### src/rtl/core/allgs_pkg.sv
`default_nettype none

package allgs_pkg;

    localparam int RANK_W  = 6;
    localparam int SIZE_W  = 7;
    localparam int CNT_W   = 24;
    localparam int EBYTE_W = 9;
    localparam int XFER_W  = 30;
    localparam int THR_W   = 40;
    localparam int PROD_W  = CNT_W + EBYTE_W;
    localparam int STEP_W  = 4;
    localparam int CFG_IDX_W = 2;

    localparam int IN_DATA_W  = 72;
    localparam int OUT_DATA_W = 48;

    localparam logic [THR_W-1:0] LONG_THR_RST  = 40'd524288;
    localparam logic [THR_W-1:0] SHORT_THR_RST = 40'd81920;

    typedef logic [STEP_W-1:0] step_t;

    localparam step_t S_IDLE    = 4'd0;
    localparam step_t S_DIV     = 4'd1;
    localparam step_t S_TOTAL   = 4'd2;
    localparam step_t S_SEL     = 4'd3;
    localparam step_t S_RD      = 4'd4;
    localparam step_t S_BR      = 4'd5;
    localparam step_t S_BR_MUL  = 4'd6;
    localparam step_t S_BR_REM  = 4'd7;
    localparam step_t S_RING    = 4'd8;

    typedef enum logic [CFG_IDX_W-1:0] {
        REG_LONG_THR  = 2'd0,
        REG_SHORT_THR = 2'd1
    } reg_idx_t;

    typedef enum logic [1:0] {
        ALG_RD    = 2'd0,
        ALG_BRUCK = 2'd1,
        ALG_RING  = 2'd2
    } alg_t;

    typedef enum logic [2:0] {
        J_NEXT,
        J_START,
        J_DIV,
        J_DISPATCH,
        J_EMIT,
        J_EMIT_BR,
        J_EMIT_ONE
    } jump_t;

    typedef enum logic [2:0] {
        EM_NONE,
        EM_RD,
        EM_BR,
        EM_BR_REM,
        EM_RING
    } emit_t;

    typedef struct packed {
        logic  in_rdy;
        logic  div_en;
        logic  total_en;
        logic  sel_en;
        logic  rem_en;
        emit_t emit;
        jump_t jump;
        step_t target;
    } ctl_t;

    typedef struct packed {
        logic start;
        logic div_done;
        logic fire;
        logic last;
        logic br_done;
        logic rem_pend;
        logic single;
        alg_t alg;
    } stat_t;

    function automatic ctl_t ctl_rom(input step_t step);
        ctl_t c;
        c = '{in_rdy: 1'b0, div_en: 1'b0, total_en: 1'b0, sel_en: 1'b0, rem_en: 1'b0,
              emit: EM_NONE, jump: J_NEXT, target: S_IDLE};
        unique case (step)
            S_IDLE:
            begin
                c.in_rdy = 1'b1;
                c.jump   = J_START;
            end
            S_DIV:
            begin
                c.div_en = 1'b1;
                c.jump   = J_DIV;
            end
            S_TOTAL:
            begin
                c.total_en = 1'b1;
            end
            S_SEL:
            begin
                c.sel_en = 1'b1;
                c.jump   = J_DISPATCH;
            end
            S_RD:
            begin
                c.emit = EM_RD;
                c.jump = J_EMIT;
            end
            S_BR:
            begin
                c.emit = EM_BR;
                c.jump = J_EMIT_BR;
            end
            S_BR_MUL:
            begin
                c.rem_en = 1'b1;
            end
            S_BR_REM:
            begin
                c.emit = EM_BR_REM;
                c.jump = J_EMIT_ONE;
            end
            S_RING:
            begin
                c.emit = EM_RING;
                c.jump = J_EMIT;
            end
            default:
            begin
                c.jump = J_EMIT_ONE;
                c.emit = EM_NONE;
            end
        endcase
        return c;
    endfunction

endpackage

`default_nettype wire

### src/rtl/core/allgs_sequencer.sv
`default_nettype none

module allgs_sequencer
    import allgs_pkg::*;
(
    input  wire   clk,
    input  wire   rst_n,
    input  stat_t stat,
    output ctl_t  ctl
);

    step_t step_reg;
    step_t step_next;
    step_t step_inc;

    assign ctl      = ctl_rom(step_reg);
    assign step_inc = step_reg + step_t'(1);

    always_comb
    begin
        step_next = step_reg;
        unique case (ctl.jump)
            J_NEXT:
            begin
                step_next = step_inc;
            end
            J_START:
            begin
                if (stat.start)
                    step_next = step_inc;
            end
            J_DIV:
            begin
                if (stat.div_done)
                    step_next = step_inc;
            end
            J_DISPATCH:
            begin
                if (stat.single)
                    step_next = S_IDLE;
                else
                begin
                    case (stat.alg)
                        ALG_RD:    step_next = S_RD;
                        ALG_BRUCK: step_next = S_BR;
                        default:   step_next = S_RING;
                    endcase
                end
            end
            J_EMIT:
            begin
                if (stat.fire && stat.last)
                    step_next = ctl.target;
            end
            J_EMIT_BR:
            begin
                if (stat.fire && stat.br_done)
                    step_next = stat.rem_pend ? step_inc : ctl.target;
            end
            J_EMIT_ONE:
            begin
                if (stat.fire || ctl.emit == EM_NONE)
                    step_next = ctl.target;
            end
            default:
            begin
                step_next = S_IDLE;
            end
        endcase
    end

    always_ff @(posedge clk or negedge rst_n)
    begin
        if (!rst_n)
            step_reg <= S_IDLE;
        else
            step_reg <= step_next;
    end

endmodule

`default_nettype wire

### src/rtl/core/allgs_datapath.sv
`default_nettype none

module allgs_datapath
    import allgs_pkg::*;
#(
    parameter int MAX_RANKS = 64
)
(
    input  wire                    clk,
    input  wire                    rst_n,
    input  ctl_t                   ctl,
    output stat_t                  stat,
    input  wire                    in_fire,
    input  wire [IN_DATA_W-1:0]    in_data,
    input  wire [THR_W-1:0]        long_thr,
    input  wire [THR_W-1:0]        short_thr,
    output logic                   out_valid,
    input  wire                    out_ready,
    output logic [RANK_W-1:0]      out_dest,
    output logic [RANK_W-1:0]      out_source,
    output logic [XFER_W-1:0]      out_xfer,
    output alg_t                   out_alg,
    output logic                   out_last
);

    localparam logic [SIZE_W-1:0] SIZE_MAX = SIZE_W'(MAX_RANKS);
    localparam int DIV_CNT_W = $clog2(RANK_W);

    logic [RANK_W-1:0]    in_rank;
    logic [SIZE_W-1:0]    in_size;
    logic [CNT_W-1:0]     in_cnt;
    logic [EBYTE_W-1:0]   in_ebytes;
    logic [CNT_W-1:0]     in_scnt;
    logic [SIZE_W-1:0]    size_sat;

    logic [SIZE_W-1:0]    size_reg;
    logic [CNT_W-1:0]     cnt_reg;
    logic [EBYTE_W-1:0]   ebytes_reg;
    logic [RANK_W-1:0]    rank_sh_reg;
    logic [SIZE_W-1:0]    rem_reg;
    logic [DIV_CNT_W-1:0] div_cnt_reg;
    logic [PROD_W-1:0]    prod_reg;
    logic [THR_W-1:0]     total_reg;
    alg_t                 alg_reg;
    logic [SIZE_W-1:0]    p_reg;
    logic [XFER_W-1:0]    cur_reg;

    logic [SIZE_W-1:0]    rem_sh;
    logic [SIZE_W-1:0]    rem_next;
    logic [RANK_W-1:0]    rank;
    logic                 pow2;
    alg_t                 alg_sel;
    logic [SIZE_W-1:0]    p2;
    logic [SIZE_W-1:0]    br_src_sum;
    logic [RANK_W-1:0]    br_src;
    logic [RANK_W-1:0]    br_dst;
    logic [RANK_W-1:0]    ring_left;
    logic [RANK_W-1:0]    ring_right;
    logic [SIZE_W+CNT_W-1:0] rem_prod;
    logic                 out_free;
    logic                 fire;
    logic [RANK_W-1:0]    em_dest;
    logic [RANK_W-1:0]    em_source;
    logic [XFER_W-1:0]    em_xfer;
    logic                 em_last;

    logic                 out_valid_reg;
    logic [RANK_W-1:0]    out_dest_reg;
    logic [RANK_W-1:0]    out_source_reg;
    logic [XFER_W-1:0]    out_xfer_reg;
    alg_t                 out_alg_reg;
    logic                 out_last_reg;

    assign in_rank   = in_data[5:0];
    assign in_size   = in_data[12:6];
    assign in_cnt    = in_data[36:13];
    assign in_ebytes = in_data[45:37];
    assign in_scnt   = in_data[69:46];

    always_comb
    begin
        if (in_size == '0)
            size_sat = SIZE_W'(1);
        else if (in_size > SIZE_MAX)
            size_sat = SIZE_MAX;
        else
            size_sat = in_size;
    end

    // rank modulo size, one rank bit per cycle
    assign rem_sh   = {rem_reg[SIZE_W-2:0], rank_sh_reg[RANK_W-1]};
    assign rem_next = (rem_sh >= size_reg) ? rem_sh - size_reg : rem_sh;
    assign rank     = rem_reg[RANK_W-1:0];

    assign pow2 = ((size_reg & (size_reg - SIZE_W'(1))) == '0);

    always_comb
    begin
        if (total_reg < long_thr && pow2)
            alg_sel = ALG_RD;
        else if (total_reg < short_thr)
            alg_sel = ALG_BRUCK;
        else
            alg_sel = ALG_RING;
    end

    assign p2 = {p_reg[SIZE_W-2:0], 1'b0};

    assign br_src_sum = {1'b0, rank} + p_reg;
    assign br_src = (br_src_sum >= size_reg) ? RANK_W'(br_src_sum - size_reg)
                                             : br_src_sum[RANK_W-1:0];
    assign br_dst = ({1'b0, rank} >= p_reg) ? RANK_W'({1'b0, rank} - p_reg)
                                            : RANK_W'({1'b0, rank} + size_reg - p_reg);

    assign ring_right = ({1'b0, rank} + SIZE_W'(1) == size_reg) ? '0 : rank + RANK_W'(1);
    assign ring_left  = (rank == '0) ? RANK_W'(size_reg - SIZE_W'(1)) : rank - RANK_W'(1);

    assign rem_prod = (SIZE_W+CNT_W)'(size_reg - p_reg) * (SIZE_W+CNT_W)'(cnt_reg);

    always_comb
    begin
        em_dest   = rank;
        em_source = rank;
        em_xfer   = cur_reg;
        em_last   = 1'b0;
        case (ctl.emit)
            EM_RD:
            begin
                em_dest   = rank ^ p_reg[RANK_W-1:0];
                em_source = rank ^ p_reg[RANK_W-1:0];
                em_last   = (p2 >= size_reg);
            end
            EM_BR:
            begin
                em_dest   = br_dst;
                em_source = br_src;
                em_last   = stat.br_done && !stat.rem_pend;
            end
            EM_BR_REM:
            begin
                em_dest   = br_dst;
                em_source = br_src;
                em_last   = 1'b1;
            end
            EM_RING:
            begin
                em_dest   = ring_right;
                em_source = ring_left;
                em_xfer   = XFER_W'(cnt_reg);
                em_last   = (p_reg == size_reg - SIZE_W'(1));
            end
            default:
            begin
                em_last = 1'b0;
            end
        endcase
    end

    assign out_free = !out_valid_reg || out_ready;
    assign fire     = (ctl.emit != EM_NONE) && out_free;

    assign stat.start    = in_fire && (in_scnt != '0);
    assign stat.div_done = ctl.div_en && (div_cnt_reg == DIV_CNT_W'(RANK_W - 1));
    assign stat.fire     = fire;
    assign stat.last     = em_last;
    assign stat.br_done  = (p2 > (size_reg >> 1));
    assign stat.rem_pend = (size_reg > p2);
    assign stat.single   = (size_reg == SIZE_W'(1));
    assign stat.alg      = alg_sel;

    always_ff @(posedge clk)
    begin
        if (in_fire)
        begin
            size_reg    <= size_sat;
            cnt_reg     <= in_cnt;
            ebytes_reg  <= in_ebytes;
            rank_sh_reg <= in_rank;
            rem_reg     <= '0;
            div_cnt_reg <= '0;
        end
        if (ctl.div_en)
        begin
            rank_sh_reg <= {rank_sh_reg[RANK_W-2:0], 1'b0};
            rem_reg     <= rem_next;
            div_cnt_reg <= div_cnt_reg + DIV_CNT_W'(1);
            prod_reg    <= PROD_W'(cnt_reg) * PROD_W'(ebytes_reg);
        end
        if (ctl.total_en)
            total_reg <= THR_W'(prod_reg) * THR_W'(size_reg);
        if (ctl.sel_en)
        begin
            alg_reg <= alg_sel;
            p_reg   <= SIZE_W'(1);
            cur_reg <= XFER_W'(cnt_reg);
        end
        if (ctl.rem_en)
            cur_reg <= rem_prod[XFER_W-1:0];
        if (fire)
        begin
            if (ctl.emit == EM_RING)
                p_reg <= p_reg + SIZE_W'(1);
            else
            begin
                p_reg   <= p2;
                cur_reg <= {cur_reg[XFER_W-2:0], 1'b0};
            end
        end
    end

    always_ff @(posedge clk or negedge rst_n)
    begin
        if (!rst_n)
            out_valid_reg <= 1'b0;
        else if (fire)
            out_valid_reg <= 1'b1;
        else if (out_ready)
            out_valid_reg <= 1'b0;
    end

    always_ff @(posedge clk)
    begin
        if (fire)
        begin
            out_dest_reg   <= em_dest;
            out_source_reg <= em_source;
            out_xfer_reg   <= em_xfer;
            out_alg_reg    <= alg_reg;
            out_last_reg   <= em_last;
        end
    end

    assign out_valid  = out_valid_reg;
    assign out_dest   = out_dest_reg;
    assign out_source = out_source_reg;
    assign out_xfer   = out_xfer_reg;
    assign out_alg    = out_alg_reg;
    assign out_last   = out_last_reg;

endmodule

`default_nettype wire

### src/rtl/core/allgather_schedule_generator_top.sv
`default_nettype none

// Allgather schedule generator. Each word on the s_ side describes one
// allgather call; the block answers with its schedule of send/receive
// exchanges on the m_ side, tlast marking the final exchange of a call (a
// zero send count or a group of one gives no exchanges). Control runs from a
// small microcode table. After a word is taken the rank is reduced modulo the
// group size one rank bit at a time, then the byte total is formed in a total
// step and the algorithm is chosen in a select step; exchanges then leave one
// per cycle while m_tready stays high, with a multiply step before a Bruck
// remainder step, and the block returns to take the next word in the cycle
// after the final exchange. Thresholds are written over the cfg port; the
// user must write them only while the block is idle, which the block itself
// leaves unchecked: index 0 is the recursive doubling limit, index 1 the
// Bruck limit.

module allgather_schedule_generator_top
    import allgs_pkg::*;
#(
    parameter int MAX_RANKS = 64
)
(
    input  wire                      clk,
    input  wire                      rst_n,
    input  wire                      s_tvalid,
    output logic                     s_tready,
    // my_rank[5:0], group_size[12:6], elem_count[36:13], elem_bytes[45:37],
    // send_count[69:46]
    input  wire [IN_DATA_W-1:0]      s_tdata,
    output logic                     m_tvalid,
    input  wire                      m_tready,
    // dest_rank[5:0], source_rank[11:6], xfer_count[41:12]
    output logic [OUT_DATA_W-1:0]    m_tdata,
    // algorithm[1:0]
    output logic [1:0]               m_tuser,
    output logic                     m_tlast,
    input  wire                      cfg_valid,
    output logic                     cfg_ready,
    input  wire [CFG_IDX_W-1:0]      cfg_index,
    input  wire [THR_W-1:0]          cfg_data
);

    ctl_t               ctl;
    stat_t              stat;
    logic               in_fire;
    logic [THR_W-1:0]   long_thr_reg;
    logic [THR_W-1:0]   short_thr_reg;
    logic [RANK_W-1:0]  out_dest;
    logic [RANK_W-1:0]  out_source;
    logic [XFER_W-1:0]  out_xfer;
    alg_t               out_alg;

    assign cfg_ready = 1'b1;
    assign s_tready  = ctl.in_rdy;
    assign in_fire   = s_tvalid && ctl.in_rdy;

    always_ff @(posedge clk or negedge rst_n)
    begin
        if (!rst_n)
        begin
            long_thr_reg  <= LONG_THR_RST;
            short_thr_reg <= SHORT_THR_RST;
        end
        else if (cfg_valid)
        begin
            case (cfg_index)
                REG_LONG_THR:  long_thr_reg  <= cfg_data;
                REG_SHORT_THR: short_thr_reg <= cfg_data;
                default:       ;
            endcase
        end
    end

    allgs_sequencer u_seq
    (
        .clk   (clk),
        .rst_n (rst_n),
        .stat  (stat),
        .ctl   (ctl)
    );

    allgs_datapath #(
        .MAX_RANKS (MAX_RANKS)
    ) u_dp
    (
        .clk        (clk),
        .rst_n      (rst_n),
        .ctl        (ctl),
        .stat       (stat),
        .in_fire    (in_fire),
        .in_data    (s_tdata),
        .long_thr   (long_thr_reg),
        .short_thr  (short_thr_reg),
        .out_valid  (m_tvalid),
        .out_ready  (m_tready),
        .out_dest   (out_dest),
        .out_source (out_source),
        .out_xfer   (out_xfer),
        .out_alg    (out_alg),
        .out_last   (m_tlast)
    );

    assign m_tdata = {(OUT_DATA_W - 2*RANK_W - XFER_W)'(0), out_xfer, out_source, out_dest};
    assign m_tuser = out_alg;

endmodule

`default_nettype wire

### config.mk
export PLATFORM = sky130hd
export DESIGN_NAME = allgather_schedule_generator_top
export DESIGN_NICKNAME = d
export VERILOG_FILES = /design/src/rtl/core/allgs_pkg.sv /design/src/rtl/core/allgs_sequencer.sv /design/src/rtl/core/allgs_datapath.sv /design/src/rtl/core/allgather_schedule_generator_top.sv
export SDC_FILE = /design/constraint.sdc
export NUM_CORES = 2
export LEC_CHECK = 0
export ABC_CLOCK_PERIOD_IN_PS = 8930
export BUFFER_PORTS_ARGS = -buffer_cell sky130_fd_sc_hd__buf_2
export CAP_MARGIN = 20
export CORE_MARGIN = 4
export CORE_UTILIZATION = 58
export CTS_CLUSTER_DIAMETER = 30
export DETAILED_ROUTE_END_ITERATION = 10
export GPL_TIMING_DRIVEN = 0
export PLACE_DENSITY_LB_ADDON = 0.12
export SLEW_MARGIN = 20
export SYNTH_ARGS = -nofsm -noshare
export SYNTH_HDL_FRONTEND = slang
export SYNTH_SLANG_ARGS = --single-unit
export TNS_END_PERCENT = 20
### constraint.sdc
create_clock -name clk -period 8.93 [get_ports clk]
set_input_delay 0.4465 -clock clk [delete_from_list [all_inputs] [get_ports clk]]
set_output_delay 0.4465 -clock clk [all_outputs]
set_load 0.05 [all_outputs]
==> out/results.ini <==
[yosys]
post_synth_instance_area_um2 = 38000
synth.lib_cells_used.distinct = 86
yosys_most_used_dff = edfxtp_1
synthArstFlopShare_pct = 28.6
synth_enable_flop_cells = 181
synthesized_flop_and_latch_total = 297
yosys.area.top_type_share_pct = 29.3
post_synth_inst_count = 4049
postSynthAreaPerCell_um2 = 9.40
yosys_warnings = 0
synth_sequential_area_ratio_pct = 21.5
synth.most_common_cell = inv_1
synth_top_area_cell = fa_1
post_synth_main_area_contributors = fa_1, edfxtp_1, ha_1
ys_top_cells_by_count = inv_1, nand2_1, fa_1, ha_1, and2_1

[critical_path]
critPathCaptureType = flop
required_ns = 9.43
startpoint_type = flop
crit_arrival_ns = 9.21
worst_path_max_delay_cell = fa_2
critical_path_peak_fanout = 10
worst_path_largest_cell_delay_ns = 0.63
critPathLaunch = u_dp.size_reg[1]$_SDFFCE_PP0P_
cpMostUsedCell = fa_1
worst_r2r_startpoint = u_dp.size_reg[1]$_SDFFCE_PP0P_
crit_type = flop to flop

[place]
dp_hpwl_mm = 77.8
numPlacedInstances = 5075
io_buffers = 163
routabilityCongestion = 0.943

[route]
pre_antenna_drt_iters = 6
vias = 29200
drtIter0Drc = 1996
totalWireLength_mm = 98.0
routed_via_density = 5.56
antenna_left = 0
average_wire_length_per_cell_after_detail_routing_um = 18.6
post-route-drc-count = 0

[timing]
fmaxAchievable_ghz = 0.115
slew_headroom_pct = 36.4
tightestPinTransition_ns = 0.954
worst_hold_slack_after_final_layout_ns = 0.0339
setup-tns-final_ns = 0
setup-violations-final = 0
finalCriticalPeriod_ns = 8.71
period_share_pct = 97.6
worst_clock_skew_ns = 0.0476
slew_violations = 0
timing.final.hold_violations = 0

[grt]
grt_pass1_vias = 30500
grt_overflow_total = 0
grt_util_all_layers_pct = 28.5
global_route_wire_length_before_repair_mm = 159
number_of_antenna_violations_at_the_first_check_in_global_routing = 0
grt_max_degree = 72

[floorplanning]
design.core.area_um2 = 64700
floorplan.die_area_um2 = 69800
placement_rows = 93
floorplan.die.width_um = 264
die_h_um = 264
num_io_pins = 173
floorplan.initialDensity_pct = 58.8

[status]
run_status = complete, no violations

[clock_network]
cts_inserted_buffers = 70
clk_pin_slew_ns = 0.05
clock_tree.root_cell = clkbuf_16
htree_levels = 3
clock_latency_ns = 0.63
tritoncts = done
clock_sinks = 297
clockBufferDepth = 3

[min_path]
hold_class = input pin to flop
worst_hold_startpoint = s_tdata[16]

[layout]
utilization_pct = 66.9
multiInputGateArea_um2 = 26600
area_delta_synth_final_pct = 13.7
finish.cell_count_without_fillers = 5263
fillerInstances = 5217
final-seq-area_um2 = 8190
net_count_reported_at_finish = 5371
final_layout_size_suffix_gt1_share_pct = 9.92

[flow_run]
drv.max_cap_violation_count = 0

==> cells in the final DEF, fill, tap and decap left out, types with 36 or more instances in the layout <==
cell type | synthesis | final
ha_1 | 345 | 340
inv_1 | 721 | 711
a21oi_1 | 166 | 164
a21o_1 | 68 | 68
o21ai_0 | 116 | 116
clkbuf_1 | 144 | 147
nor2b_1 | 42 | 42
dfrtp_1 | 82 | 82
nand2_1 | 623 | 623
buf_4 | 7 | 36
xnor2_1 | 110 | 109
clkbuf_16 | 0 | 70
and2_1 | 255 | 252
edfxtp_1 | 181 | 181
buf_2 | 12 | 174
nand3_1 | 43 | 43
fa_1 | 556 | 552
mux2_2 | 42 | 42
nor2_1 | 122 | 122
==> per-stage QoR <==
stage / cell area (µm²) / worst slack, ns
final: 43300 / 0.216
after global routing: 43300 / -0.0721
after CTS: 43000 / 0.00217
after detailed placement: 40000 / -1.54
after global placement: 39900 / -1.50
after floorplan: 38100 / 0.144
==> worst paths after layout <==
check                                          endpoint  slack [ns]  cells after the start
setup / recovery               u_dp.cur_reg[24]$_DFF_P_        0.22                     30
hold / removal                u_dp.cnt_reg[3]$_DFFE_PP_        0.03                      1
setup reg to reg               u_dp.cur_reg[24]$_DFF_P_        0.22                     30
hold reg to reg               u_dp.out_alg[0]$_DFFE_PP_        0.42                      0
max in group asynchronous  long_thr_reg[19]$_DFFE_PN1P_        8.06                      3
min in group asynchronous    u_dp.out_valid$_DFFE_PN0P_        0.24                      2
==> layout make-up <==
cell class,count,share of cell area [%]
multi-input combinational,2860,61.4
buffer,169,1.63
sequential,297,18.9
inverter,726,6.33
timing repair buffer,227,3.35
antenna,1,0.00578
clock inverter,45,1.61
tap,855,2.47
clock buffer,83,4.23
==> cells by family (layout without fill, tap and decap cells) <==
logic type,after synthesis,in the layout,share of synthesized area [%]
simple gates,1206,1206,14.7
other cells,2,8,0.0197
xor+xnor,145,145,3.34
mux,62,62,1.77
flops,297,297,21.5
compound gates,539,539,9.04
fa+ha+maj,901,901,40.6
buf+inv,897,1250,8.96
==> timing repair <==
action,CTS,global route
pin swaps,1,5
gates resized for setup,15,36
setup buffers,10,20
endpoints found under the setup margin,16,12
endpoints found under the hold margin,114,0
hold buffers,31,0
==> worst max-delay path: cells and delay by family (launching register included) <==
family / cells / cell delay, ns
xor+xnor: 1 / 0.08
simple gates: 6 / 1.25
fa+ha+maj: 9 / 4.46
flops: 1 / 0.53
compound gates: 7 / 1.50
buf+inv: 7 / 0.77
==> per-layer routing <==
metal / global-route usage (%) / vias up / wire length (µm)
li1: - / 13500 / -
met1: 37.1 / 14400 / 39100
met2: 47.6 / 1107 / 47100
met3: 5.64 / 241 / 7780
met4: 10.8 / 0 / 3990
met5: 0 / - / 0
Power is left out: the tool's default activity adds up to more than one toggle a clock period on the data nets, which glitch-free logic cannot reach.
